File: config.mk
export PLATFORM = sky130hd
export DESIGN_NAME = clipped_line_rasterizer
export DESIGN_NICKNAME = d
export VERILOG_FILES = /design/src/hw/rtl/clr_pkg.sv /design/src/hw/rtl/clipped_line_rasterizer.sv
export SDC_FILE = /design/constraint.sdc
export NUM_CORES = 2
export LEC_CHECK = 0
export BUFFER_PORTS_ARGS = -buffer_cell sky130_fd_sc_hd__buf_4
export CORE_ASPECT_RATIO = 1.5
export CORE_MARGIN = 4
export CORE_UTILIZATION = 44
export CTS_CLUSTER_DIAMETER = 30
export DETAILED_ROUTE_END_ITERATION = 12
export PLACE_DENSITY = 0.7
export RECOVER_POWER = 100
export REMOVE_ABC_BUFFERS = 1
export SLEW_MARGIN = 25
export SYNTH_ARGS = -nofsm -noshare
export SYNTH_HDL_FRONTEND = slang
export SYNTH_SLANG_ARGS = --single-unit
File: constraint.sdc
create_clock -name clk -period 19.2 [get_ports clk]
set_clock_uncertainty 0.2 [all_clocks]
set_input_delay 3.84 -clock clk [delete_from_list [all_inputs] [get_ports clk]]
set_output_delay 3.84 -clock clk [all_outputs]
set_load 0.02 [all_outputs]
File: src/hw/rtl/clr_pkg.sv
// clr_pkg: shared codes for the clipped line rasterizer.
// Holds result kinds, outcode bits, register indexes and fixed field widths.
// No dependencies.
package clr_pkg;

    // Result kinds carried on the output tuser.
    typedef enum logic [1:0] {
        KIND_ACCEPT = 2'd0,
        KIND_REJECT = 2'd1,
        KIND_PIXEL  = 2'd2,
        KIND_IDLE   = 2'd3
    } kind_t;

    // Request kinds carried on the input tuser.
    localparam logic REQ_START = 1'b0;
    localparam logic REQ_STEP  = 1'b1;

    // Cohen-Sutherland outcode bits.
    localparam logic [3:0] OC_LEFT   = 4'd1;
    localparam logic [3:0] OC_RIGHT  = 4'd2;
    localparam logic [3:0] OC_BOTTOM = 4'd4;
    localparam logic [3:0] OC_TOP    = 4'd8;

    // Configuration register indexes.
    localparam logic REG_WIDTH  = 1'b0;
    localparam logic REG_HEIGHT = 1'b1;

    // Fixed widths.
    localparam int PIX_BITS   = 11;
    localparam int DIM_BITS   = 12;
    localparam int INDEX_BITS = 22;
    localparam int COLOR_BITS = 16;
    localparam int PASS_LIMIT = 16;

    localparam logic [DIM_BITS-1:0] DIM_MAX = 12'd2048;
    localparam logic [DIM_BITS-1:0] WIDTH_RESET = 12'd800;
    localparam logic [DIM_BITS-1:0] HEIGHT_RESET = 12'd480;

endpackage

File: src/hw/rtl/clipped_line_rasterizer.sv
// clipped_line_rasterizer: clips a line to the screen and steps it pixel by pixel.
// Depends on clr_pkg for kinds, outcode bits and register indexes.
//
// Usage:
//   s_axis carries requests. tuser = 0 starts a line (tdata holds start_x,
//   start_y, end_x, end_y, pen_color), tuser = 1 asks for the next pixel.
//   m_axis returns one result per request: tuser is the kind (accepted,
//   rejected, pixel, idle), tdata holds pixel_x, pixel_y, pixel_index,
//   pixel_color, tlast marks the last pixel of the line.
//   cfg writes screen_width (index 0) or screen_height (index 1); write it
//   only while no request is in flight.
// Sequencing:
//   A step result is registered and appears in the cycle after its transaction;
//   steps stream at one pixel per cycle while m_axis does not stall.
//   A start runs the clip sequencer: each clip pass is an evaluate step, a
//   shift-add multiply and a restoring divide on one shared adder, and a move
//   step; at most 16 passes plus a final evaluate, a setup and a result step.
// Reset clears the line state and the output valid, kind and last, and loads the
// screen size 800 x 480. When m_axis stalls, the result register holds and
// s_axis_tready stays low until it drains.
module clipped_line_rasterizer
    import clr_pkg::*;
#(
    parameter int COORD_BITS = 16
)
(
    input  logic clk,
    input  logic rst_n,
    // Request channel
    input  logic s_axis_tvalid,
    output logic s_axis_tready,
    // start_x, start_y, end_x, end_y (COORD_BITS each), pen_color (16), zero pad
    input  logic [((4*COORD_BITS+16+7)/8)*8-1:0] s_axis_tdata,
    // req_type
    input  logic s_axis_tuser,
    // Result channel
    output logic m_axis_tvalid,
    input  logic m_axis_tready,
    // pixel_x (11), pixel_y (11), pixel_index (22), pixel_color (16), zero pad
    output logic [63:0] m_axis_tdata,
    // kind
    output logic [1:0] m_axis_tuser,
    output logic m_axis_tlast,
    // Configuration write channel
    input  logic cfg_valid,
    output logic cfg_ready,
    input  logic cfg_index,
    input  logic [DIM_BITS-1:0] cfg_data
);

    localparam int D  = COORD_BITS + 1;
    localparam int P  = 2 * D;
    localparam int AW = P + 1;
    localparam int CW = $clog2(P);

    typedef enum logic [2:0] {
        ST_IDLE,
        ST_EVAL,
        ST_MUL,
        ST_DIV,
        ST_MOVE,
        ST_SETUP,
        ST_DONE
    } state_t;

    function automatic logic [3:0] outcode(input logic signed [D-1:0] x,
                                           input logic signed [D-1:0] y,
                                           input logic signed [D-1:0] w,
                                           input logic signed [D-1:0] h);
        logic [3:0] c;
        c = 4'd0;
        if (x < 0)
            c = c | OC_LEFT;
        else if (x >= w)
            c = c | OC_RIGHT;
        if (y < 0)
            c = c | OC_TOP;
        else if (y >= h)
            c = c | OC_BOTTOM;
        return c;
    endfunction

    function automatic logic [D-1:0] mag(input logic signed [D-1:0] v);
        return v[D-1] ? D'(-v) : D'(v);
    endfunction

    state_t state_reg;

    // Configuration
    logic [DIM_BITS-1:0] width_reg, height_reg;

    // Clip sequencer
    logic signed [D-1:0] x0_reg, y0_reg, x1_reg, y1_reg, base_reg;
    logic [3:0] c0_reg, c1_reg, edge_reg;
    logic [4:0] pass_reg;
    logic move1_reg, neg_reg;
    logic [D-1:0] mplier_reg, dvsr_reg, rem_reg;
    logic [P-1:0] mcand_reg, prod_reg, quo_reg;
    logic [CW-1:0] cnt_reg;
    logic [COLOR_BITS-1:0] pend_color_reg;
    logic ok_reg;

    // Line state
    logic line_active_reg;
    logic [PIX_BITS-1:0] cur_col_reg, cur_row_reg, stop_col_reg, stop_row_reg;
    logic [PIX_BITS-1:0] delta_col_reg, delta_row_reg;
    logic col_neg_reg, row_neg_reg, x_major_reg;
    logic signed [DIM_BITS-1:0] err_reg;
    logic [COLOR_BITS-1:0] line_color_reg;

    // Output register
    logic m_valid_reg, out_last_reg;
    kind_t out_kind_reg;
    logic [PIX_BITS-1:0] out_x_reg, out_y_reg;
    logic [INDEX_BITS-1:0] out_idx_reg;
    logic [COLOR_BITS-1:0] out_color_reg;

    // Effective screen size, clamped to 1..2048
    logic [DIM_BITS-1:0] eff_w, eff_h;
    logic signed [D-1:0] w_s, h_s, wm1_s, hm1_s;

    always_comb
    begin
        eff_w = (width_reg == '0) ? DIM_BITS'(1) :
                (width_reg > DIM_MAX) ? DIM_MAX : width_reg;
        eff_h = (height_reg == '0) ? DIM_BITS'(1) :
                (height_reg > DIM_MAX) ? DIM_MAX : height_reg;
        w_s   = signed'({{(D-DIM_BITS){1'b0}}, eff_w});
        h_s   = signed'({{(D-DIM_BITS){1'b0}}, eff_h});
        wm1_s = w_s - D'(1);
        hm1_s = h_s - D'(1);
    end

    // Request field extraction
    logic signed [D-1:0] in_x0, in_y0, in_x1, in_y1;
    logic [COLOR_BITS-1:0] in_color;

    always_comb
    begin
        in_x0 = signed'({s_axis_tdata[COORD_BITS-1], s_axis_tdata[COORD_BITS-1:0]});
        in_y0 = signed'({s_axis_tdata[2*COORD_BITS-1],
                         s_axis_tdata[2*COORD_BITS-1:COORD_BITS]});
        in_x1 = signed'({s_axis_tdata[3*COORD_BITS-1],
                         s_axis_tdata[3*COORD_BITS-1:2*COORD_BITS]});
        in_y1 = signed'({s_axis_tdata[4*COORD_BITS-1],
                         s_axis_tdata[4*COORD_BITS-1:3*COORD_BITS]});
        in_color = s_axis_tdata[4*COORD_BITS+COLOR_BITS-1:4*COORD_BITS];
    end

    // Clip pass setup: pick the edge and the multiply/divide operands
    logic [3:0] ev_code, ev_edge;
    logic signed [D-1:0] ev_dx, ev_dy, ev_a, ev_b, ev_d, ev_base;

    always_comb
    begin
        ev_code = (c0_reg != 4'd0) ? c0_reg : c1_reg;
        ev_dx   = x1_reg - x0_reg;
        ev_dy   = y1_reg - y0_reg;
        priority if ((ev_code & OC_BOTTOM) != 4'd0)
        begin
            ev_edge = OC_BOTTOM;
            ev_a = ev_dx;  ev_b = hm1_s - y0_reg;  ev_d = ev_dy;  ev_base = x0_reg;
        end
        else if ((ev_code & OC_TOP) != 4'd0)
        begin
            ev_edge = OC_TOP;
            ev_a = ev_dx;  ev_b = -y0_reg;  ev_d = ev_dy;  ev_base = x0_reg;
        end
        else if ((ev_code & OC_RIGHT) != 4'd0)
        begin
            ev_edge = OC_RIGHT;
            ev_a = ev_dy;  ev_b = wm1_s - x0_reg;  ev_d = ev_dx;  ev_base = y0_reg;
        end
        else
        begin
            ev_edge = OC_LEFT;
            ev_a = ev_dy;  ev_b = -x0_reg;  ev_d = ev_dx;  ev_base = y0_reg;
        end
    end

    // Shared adder: shift-add multiply step or restoring divide step
    logic [AW-1:0] alu_a, alu_b, alu_sum;
    logic alu_sub;
    logic [D:0] div_trial;

    always_comb
    begin
        div_trial = {rem_reg, quo_reg[P-1]};
        alu_sub   = (state_reg == ST_DIV);
        if (alu_sub)
        begin
            alu_a = AW'(div_trial);
            alu_b = ~AW'(dvsr_reg);
        end
        else
        begin
            alu_a = AW'(prod_reg);
            alu_b = AW'(mcand_reg);
        end
        alu_sum = alu_a + alu_b + AW'(alu_sub);
    end

    // New endpoint after a clip pass
    logic signed [D-1:0] mv_q, mv_new, mv_x, mv_y;

    always_comb
    begin
        mv_q   = signed'(quo_reg[D-1:0]);
        mv_new = base_reg + (neg_reg ? -mv_q : mv_q);
        if (edge_reg == OC_BOTTOM || edge_reg == OC_TOP)
        begin
            mv_x = mv_new;
            mv_y = (edge_reg == OC_BOTTOM) ? hm1_s : '0;
        end
        else
        begin
            mv_y = mv_new;
            mv_x = (edge_reg == OC_RIGHT) ? wm1_s : '0;
        end
    end

    // Line setup from the clipped endpoints
    logic signed [D-1:0] su_dx, su_dy;
    logic [D-1:0] su_adx, su_ady;
    logic su_major;

    always_comb
    begin
        su_dx    = x1_reg - x0_reg;
        su_dy    = y1_reg - y0_reg;
        su_adx   = mag(su_dx);
        su_ady   = mag(su_dy);
        su_major = (su_adx >= su_ady);
    end

    // Bresenham step
    logic st_fin;
    logic [DIM_BITS+PIX_BITS-1:0] st_prod;
    logic [INDEX_BITS-1:0] st_idx;
    logic signed [DIM_BITS:0] st_err;
    logic signed [DIM_BITS-1:0] err_next;
    logic [PIX_BITS-1:0] col_next, row_next, col_adv, row_adv;

    always_comb
    begin
        st_prod = cur_row_reg * width_reg;
        st_idx  = INDEX_BITS'(st_prod + (DIM_BITS+PIX_BITS)'(cur_col_reg));
        st_fin  = x_major_reg ? (cur_col_reg == stop_col_reg)
                              : (cur_row_reg == stop_row_reg);
        col_adv = col_neg_reg ? cur_col_reg - PIX_BITS'(1) : cur_col_reg + PIX_BITS'(1);
        row_adv = row_neg_reg ? cur_row_reg - PIX_BITS'(1) : cur_row_reg + PIX_BITS'(1);
        col_next = cur_col_reg;
        row_next = cur_row_reg;
        if (x_major_reg)
        begin
            st_err = (DIM_BITS+1)'(err_reg) - signed'({2'b00, delta_row_reg});
            if (st_err < 0)
            begin
                row_next = row_adv;
                st_err   = st_err + signed'({2'b00, delta_col_reg});
            end
            col_next = col_adv;
        end
        else
        begin
            st_err = (DIM_BITS+1)'(err_reg) - signed'({2'b00, delta_col_reg});
            if (st_err < 0)
            begin
                col_next = col_adv;
                st_err   = st_err + signed'({2'b00, delta_row_reg});
            end
            row_next = row_adv;
        end
        err_next = st_err[DIM_BITS-1:0];
    end

    logic s_fire, out_free, out_load;

    assign out_free      = !m_valid_reg || m_axis_tready;
    assign s_axis_tready = (state_reg == ST_IDLE) && out_free;
    assign s_fire        = s_axis_tvalid && s_axis_tready;
    assign cfg_ready     = 1'b1;

    // A step result or a start verdict loads the output register
    assign out_load = (s_fire && s_axis_tuser == REQ_STEP)
                      || (state_reg == ST_DONE && out_free);

    assign m_axis_tvalid = m_valid_reg;
    assign m_axis_tuser  = out_kind_reg;
    assign m_axis_tlast  = out_last_reg;
    assign m_axis_tdata  = {4'd0, out_color_reg, out_idx_reg, out_y_reg, out_x_reg};

    // Sequencer, line state and output register
    always_ff @(posedge clk or negedge rst_n)
    begin
        if (!rst_n)
        begin
            state_reg       <= ST_IDLE;
            width_reg       <= WIDTH_RESET;
            height_reg      <= HEIGHT_RESET;
            line_active_reg <= 1'b0;
            cur_col_reg     <= '0;
            cur_row_reg     <= '0;
            stop_col_reg    <= '0;
            stop_row_reg    <= '0;
            delta_col_reg   <= '0;
            delta_row_reg   <= '0;
            col_neg_reg     <= 1'b0;
            row_neg_reg     <= 1'b0;
            x_major_reg     <= 1'b0;
            err_reg         <= '0;
            line_color_reg  <= '0;
            m_valid_reg     <= 1'b0;
            out_kind_reg    <= KIND_IDLE;
            out_last_reg    <= 1'b0;
            pass_reg        <= '0;
            cnt_reg         <= '0;
            ok_reg          <= 1'b0;
        end
        else
        begin
            if (cfg_valid)
            begin
                if (cfg_index == REG_WIDTH)
                    width_reg <= cfg_data;
                else
                    height_reg <= cfg_data;
            end

            if (out_load)
                m_valid_reg <= 1'b1;
            else if (m_valid_reg && m_axis_tready)
                m_valid_reg <= 1'b0;

            unique case (state_reg)
                ST_IDLE:
                begin
                    if (s_fire && s_axis_tuser == REQ_START)
                    begin
                        line_active_reg <= 1'b0;
                        x0_reg <= in_x0;
                        y0_reg <= in_y0;
                        x1_reg <= in_x1;
                        y1_reg <= in_y1;
                        c0_reg <= outcode(in_x0, in_y0, w_s, h_s);
                        c1_reg <= outcode(in_x1, in_y1, w_s, h_s);
                        pend_color_reg <= in_color;
                        pass_reg <= '0;
                        state_reg <= ST_EVAL;
                    end
                    else if (s_fire)
                    begin
                        if (!line_active_reg)
                        begin
                            out_kind_reg  <= KIND_IDLE;
                            out_x_reg     <= '0;
                            out_y_reg     <= '0;
                            out_idx_reg   <= '0;
                            out_color_reg <= '0;
                            out_last_reg  <= 1'b0;
                        end
                        else
                        begin
                            out_kind_reg  <= KIND_PIXEL;
                            out_x_reg     <= cur_col_reg;
                            out_y_reg     <= cur_row_reg;
                            out_idx_reg   <= st_idx;
                            out_color_reg <= line_color_reg;
                            out_last_reg  <= st_fin;
                            if (st_fin)
                                line_active_reg <= 1'b0;
                            else
                            begin
                                cur_col_reg <= col_next;
                                cur_row_reg <= row_next;
                                err_reg     <= err_next;
                            end
                        end
                    end
                end

                ST_EVAL:
                begin
                    if (pass_reg == 5'(PASS_LIMIT))
                    begin
                        ok_reg    <= 1'b0;
                        state_reg <= ST_DONE;
                    end
                    else if ((c0_reg | c1_reg) == 4'd0)
                        state_reg <= ST_SETUP;
                    else if ((c0_reg & c1_reg) != 4'd0 || ev_d == '0)
                    begin
                        ok_reg    <= 1'b0;
                        state_reg <= ST_DONE;
                    end
                    else
                    begin
                        edge_reg   <= ev_edge;
                        move1_reg  <= (c0_reg == 4'd0);
                        base_reg   <= ev_base;
                        neg_reg    <= ev_a[D-1] ^ ev_b[D-1] ^ ev_d[D-1];
                        mplier_reg <= mag(ev_a);
                        mcand_reg  <= P'(mag(ev_b));
                        prod_reg   <= '0;
                        dvsr_reg   <= mag(ev_d);
                        cnt_reg    <= '0;
                        state_reg  <= ST_MUL;
                    end
                end

                ST_MUL:
                begin
                    if (mplier_reg[0])
                        prod_reg <= alu_sum[P-1:0];
                    mplier_reg <= mplier_reg >> 1;
                    mcand_reg  <= mcand_reg << 1;
                    cnt_reg    <= cnt_reg + CW'(1);
                    if (cnt_reg == CW'(D-1))
                    begin
                        quo_reg   <= mplier_reg[0] ? alu_sum[P-1:0] : prod_reg;
                        rem_reg   <= '0;
                        cnt_reg   <= '0;
                        state_reg <= ST_DIV;
                    end
                end

                ST_DIV:
                begin
                    // borrow clear means the divisor fits
                    if (!alu_sum[AW-1])
                    begin
                        rem_reg <= alu_sum[D-1:0];
                        quo_reg <= {quo_reg[P-2:0], 1'b1};
                    end
                    else
                    begin
                        rem_reg <= div_trial[D-1:0];
                        quo_reg <= {quo_reg[P-2:0], 1'b0};
                    end
                    cnt_reg <= cnt_reg + CW'(1);
                    if (cnt_reg == CW'(P-1))
                        state_reg <= ST_MOVE;
                end

                ST_MOVE:
                begin
                    if (move1_reg)
                    begin
                        x1_reg <= mv_x;
                        y1_reg <= mv_y;
                        c1_reg <= outcode(mv_x, mv_y, w_s, h_s);
                    end
                    else
                    begin
                        x0_reg <= mv_x;
                        y0_reg <= mv_y;
                        c0_reg <= outcode(mv_x, mv_y, w_s, h_s);
                    end
                    pass_reg  <= pass_reg + 5'd1;
                    state_reg <= ST_EVAL;
                end

                ST_SETUP:
                begin
                    col_neg_reg    <= su_dx[D-1];
                    row_neg_reg    <= su_dy[D-1];
                    cur_col_reg    <= x0_reg[PIX_BITS-1:0];
                    cur_row_reg    <= y0_reg[PIX_BITS-1:0];
                    stop_col_reg   <= x1_reg[PIX_BITS-1:0];
                    stop_row_reg   <= y1_reg[PIX_BITS-1:0];
                    delta_col_reg  <= su_adx[PIX_BITS-1:0];
                    delta_row_reg  <= su_ady[PIX_BITS-1:0];
                    x_major_reg    <= su_major;
                    err_reg        <= signed'({2'b00, su_major ? su_adx[PIX_BITS-1:1]
                                                               : su_ady[PIX_BITS-1:1]});
                    line_color_reg <= pend_color_reg;
                    line_active_reg <= 1'b1;
                    ok_reg         <= 1'b1;
                    state_reg      <= ST_DONE;
                end

                ST_DONE:
                begin
                    if (out_free)
                    begin
                        out_kind_reg  <= ok_reg ? KIND_ACCEPT : KIND_REJECT;
                        out_x_reg     <= '0;
                        out_y_reg     <= '0;
                        out_idx_reg   <= '0;
                        out_color_reg <= '0;
                        out_last_reg  <= 1'b0;
                        state_reg     <= ST_IDLE;
                    end
                end

                default:
                    state_reg <= ST_IDLE;
            endcase
        end
    end

endmodule

==> Yosys cells after proc, flatten, opt, wreduce, memory -nomap -nowiden <==
Cells that the tools add are included.
{ "classes": {"order_cmp": 17, "eq_ne": 32, "mux": 159, "add_sub_neg": 28, "bitwise_logic": 10, "div": 0, "multipliers": 1, "reduce_logical": 46, "shift": 0} }
{ "op_table": {"columns": ["cell", "n"], "rows": [
  ["17-bit two-way mux", 31],
  ["34-bit two-way mux", 9],
  ["11-bit two-way mux", 21],
  ["17-bit one-hot mux with 2 select lines", 6],
  ["34-bit one-hot mux with 2 select lines", 3],
  ["17-bit negator", 8],
  ["12-bit two-way mux", 11],
  ["22-bit two-way mux", 4],
  ["11-bit one-hot mux with 2 select lines", 4],
  ["16-bit two-way mux", 5],
  ["16-bit by 13-bit >= comparator with 1-bit output", 4],
  ["16-bit by 1-bit < comparator with 1-bit output (second input constant)", 4],
  ["22-bit one-hot mux with 2 select lines", 1],
  ["4-bit two-way mux", 9],
  ["35-bit by 1-bit adder with 35-bit output", 1],
  ["35-bit adder", 1],
  ["35-bit two-way mux", 1],
  ["17-bit NOT with 35-bit output", 1],
  ["17-bit by 13-bit >= comparator with 1-bit output", 2],
  ["17-bit by 1-bit < comparator with 1-bit output (second input constant)", 2],
  ["13-bit by 17-bit subtractor with 17-bit output", 2],
  ["17-bit subtractor", 2],
  ["16-bit one-hot mux with 2 select lines", 1],
  ["3-bit two-way mux", 10],
  ["other kinds (59)", 150]
]} }
{ "word_totals": {"wordCells": 337, "register_bits": 469, "rom_bits": 0, "ramBits": 0, "latchBits": 0, "mem_count": 0} }

==> Logic depth before layout (Yosys ltp) <==
{ "depth": {"ltp_word": 14, "depth_mapped": 24} }

==> Worst setup path before layout <==
Ideal clock, no wire load.
{ "synth_path": {"path_kind": "input -> register", "start": "in rst_n", "end": "reg mcand_reg[0] (enable)", "path_stages": 2, "setup_time_ns": 0.557, "t_arrival_ns": 8.048, "path_slack_ns": 10.395, "cell_sequence": "nand2b_1 > a21oi_1"} }
{ "synth_via": {"elab_chain_len": 1} }
{ "synth_lines": {"columns": ["item", "line_no", "text"], "rows": [
  ["start: declaration", "clipped_line_rasterizer.sv:28", "input logic rst_n,"],
  ["5-bit AND reduction (no line)", null, null],
  ["end signal: assignment", "clipped_line_rasterizer.sv:403", "mcand_reg <= P'(mag(ev_b));"],
  ["end signal: assignment", "clipped_line_rasterizer.sv:416", "mcand_reg <= mcand_reg << 1;"],
  ["end: declaration", "clipped_line_rasterizer.sv:98", "logic [P-1:0] mcand_reg, prod_reg, quo_reg;"]
]} }
Every way passes these cells.
A chain may end at the register's enable or synchronous reset.

==> impl_metrics.csv <==
group,metric,value,unit
global_route,grt_max_degree,82,
worst_hold_path,hold_class,"flip-flop to flip-flop",
routing,drc,0,
global_route,grt_pass1_wl,190.9,mm
power,switching_share,45.42,%
global_route,overflow,0,
clock_tree,clock_sinks,465,
worst_setup_path,crit_required,19.01,ns
clock_tree,ctsHoldBuffers,0,
die,die_x,250.9,um
power,irDropWorstVdd,0.4860,mV
die,pin_count,169,
sta,period_minus_slack,10.36,ns
worst_setup_path,crit_top_cell,"clkbuf_1",
sta,tightest_slew,3.977,ns
clock_tree,h-tree-depth,3,
clock_tree,cts_tree,"yes",
placed_design,hpwl,97.98,mm
worst_setup_path,reg2reg_depth,20,
finish,nNetsFinal,5016,
status,status,"finished, violations left",
clock_tree,worstSkewPairLatency,0.68,ns
global_route,antenna_found_initial,2,
routing,drt_pre_antenna_iters,5,
placed_design,dpl_cell_area,41410,um^2
sta,hold_viol_final,0,
global_route,grt.total_usage,26.39,%
worst_setup_path,crit_family,"buffers and inverters",
synthesis,async_flop_share,30.32,%
synthesis,netlist_area,38920,um^2
clock_tree,cts_buffers,91,
sta,rsz0062_at_grt,"no",
placed_design,placed_cells,5516,
finish,final_cells,5687,
worst_setup_path,crit_buf_inv,3,
routing,wl_per_cell,22.11,um
power,p_leak,18.77,nW
finish,final_common_cell,"nand2_1",
placed_design,gp_congestion,1.053,
power,internal-power,0.004543,W
die,initial_core_util,44.39,%
power,comb_power_share,60.7,%
synthesis,syn_area_per_cell,9.010,um^2
synthesis,ys_seq_area_share,34.09,%
worst_setup_path,ff2ff_setup_slack,8.99,ns
die,row_count,133,
worst_setup_path,reg2reg_from,"y0_reg[7]",
sta,finalSetupViolCount,0,
finish,fin_area,44020,um^2
worst_setup_path,crit_type,"primary input to asynchronous set/reset pin",
global_route,first_global_vias,33360,
sta,hold_ws,0.2398,ns
clock_tree,cts.repair.resized,0,
finish,area_growth_syn_to_layout,13.09,%
clock_tree,cts-root-buf,"clkbuf_16",
synthesis,yosysTopAreaCellShare,25.00,%
power,p_per_area,189.1,nW/um^2
synthesis,synthTopCellsByArea,"edfxtp_1 25%, ha_1 11%, dfrtp_1 8.5%, fa_1 5.8%, nand2_1 5.4%",
worst_setup_path,r2r_end,"prod_reg[14]",
power,power_frac_clock,19.2,%
worst_setup_path,startpoint,"rst_n",
worst_setup_path,cp-end-kind,"asynchronous set/reset pin",
sta,drv_slew,962,
finish,utilization,50.20,%
synthesis,yosys_register_bits,465,
synthesis,synth_top_cell_by_area,"edfxtp_1",
die,die_h,372.3,um
finish,drive_gt1_share,8.572,%
clock_tree,post_cts_buffers,0,
power,power_frac_seq,20.1,%
routing,wirelength,125.7,mm
synthesis,synthCells,4320,
sta,finalCritPeriodShare,53.94,%
synthesis,synth_edf_count,324,
worst_setup_path,cp.depth,3,
worst_setup_path,critPathMaxFanout,62,
synthesis,ys_warn_count,0,
placed_design,portBuffers,163,
run,max_cap_violations,20,
power,p_switching,0.003780,W
finish,final_cell_mix,"564 x nand2_1, 382 x nor2_1, 343 x ha_1",
worst_setup_path,critPathMaxStageDelay,2.53,ns
routing,first_iter_violations,2296,
status,violations,"max-capacitance violations, max-slew violations",
sta,fin_setup_tns,0,ns
synthesis,yosysUniqueCellTypes,96,
clock_tree,cts.clk_slew.worst_paths,0.05,ns
worst_setup_path,path_cells,"clkbuf_1 > clkbuf_1 > clkbuf_1",
worst_setup_path,slowest_stage,"clkbuf_1",
sta,fmax,0.09657,GHz
die,core,87700,um^2
finish,final.fill_count,8151,
clock_tree,cts_max_path_buffers,3,
sta,slew_headroom,-165.1,%
worst_setup_path,startpoint_type,"primary input",
routing,routed_via_density,5.815,
die,die-area,93390,um^2
routing,routed-via-count,33070,
worst_setup_path,worstPathArrival,10.16,ns
worst_setup_path,endpoint,"line_color_reg[5]",
synthesis,synth_ff_type,"edfxtp_1",
routing,antenna_left,0,
## synthesized netlist by cell type, types with 41 or more instances
| master | number |
|---|---|
| a21o_1 | 61 |
| a21oi_1 | 254 |
| a31oi_1 | 41 |
| and2_1 | 100 |
| and3_1 | 68 |
| clkbuf_1 | 127 |
| dfrtp_1 | 132 |
| edfxtp_1 | 324 |
| fa_1 | 112 |
| ha_1 | 343 |
| inv_1 | 296 |
| mux2i_1 | 75 |
| nand2_1 | 565 |
| nand2b_1 | 68 |
| nand3_1 | 70 |
| nor2_1 | 385 |
| nor2b_1 | 50 |
| nor3_1 | 84 |
| o21a_1 | 70 |
| o21ai_0 | 237 |
| xnor2_1 | 179 |
| xor2_1 | 107 |
## logic make-up (layout without fill, tap and decap cells)
group,count (synthesis),in the layout,synth area share (%)
AO/OA/AOI/OAI,967,967,15.96
XOR/XNOR,287,287,6.477
adder cells (fa/ha/maj),455,455,16.79
buffers and inverters,470,683,4.651
flip-flops,465,465,34.09
multiplexers,109,109,2.912
other,2,9,0.01929
AND/OR/NAND/NOR,1565,1565,19.11
## worst reg2reg max path, delay by kind of cell, from the launching register on
kind	cells	cell delay, ns
buf+inv	5	4.12
compound gates	6	2.40
simple gates	6	1.44
fa+ha+maj	2	0.67
flops	1	0.65
xor+xnor	1	0.14
## power groups by stage
stage	sequential, W	clock [W]	combinational, W
2_1_floorplan	0.00165	0	0.00380
3_3_place_gp	0.00167	0	0.00492
4_1_cts	0.00166	0.00162	0.00508
6_report	0.00167	0.00160	0.00505
3_5_place_dp	0.00167	0	0.00503
5_1_grt	0.00170	0.00167	0.00568
## per-layer routing
layer	GRT usage, %	wire length [um]	vias up
li1	-	-	15590
met1	28.09	44990	15980
met2	46.53	62580	1085
met3	3.867	6282	417
met4	21.11	11880	0
met5	0	0	-
## area by class of cell
class | count | area (um^2) | area share [%]
Clock buffer | 101 | 2387 | 5.423
Multi-Input combinational cell | 3390 | 23870 | 54.22
Inverter | 298 | 1119 | 2.541
Timing Repair Buffer | 216 | 1254 | 2.848
Antenna cell | 2 | 5.005 | 0.01137
Sequential cell | 465 | 13270 | 30.14
Tap cell | 1147 | 1435 | 3.260
Clock inverter | 68 | 683.2 | 1.552
## metrics by stage
step | setup WS (ns) | total power, W
final | 8.844 | 0.008323
after global routing | 7.471 | 0.009049
after CTS | 10.74 | 0.008361
after detailed placement | 10.74 | 0.006699
after global placement | 10.75 | 0.006586
after floorplan | 10.23 | 0.005456
## worst min-delay path by stage
stage,cells past startpoint,endpoint,slack (ns),startpoint
after CTS,2,line_color_reg[11],0.24,pend_color_reg[11]
after detailed placement,2,line_color_reg[10],0.23,pend_color_reg[10]
after global routing,2,line_color_reg[13],0.26,pend_color_reg[13]
after floorplan,2,line_color_reg[0],0.21,pend_color_reg[0]
after global placement,2,line_color_reg[12],0.22,pend_color_reg[12]
final,2,line_color_reg[11],0.24,pend_color_reg[11]
No activity file was read; power rests on OpenSTA's default activity.
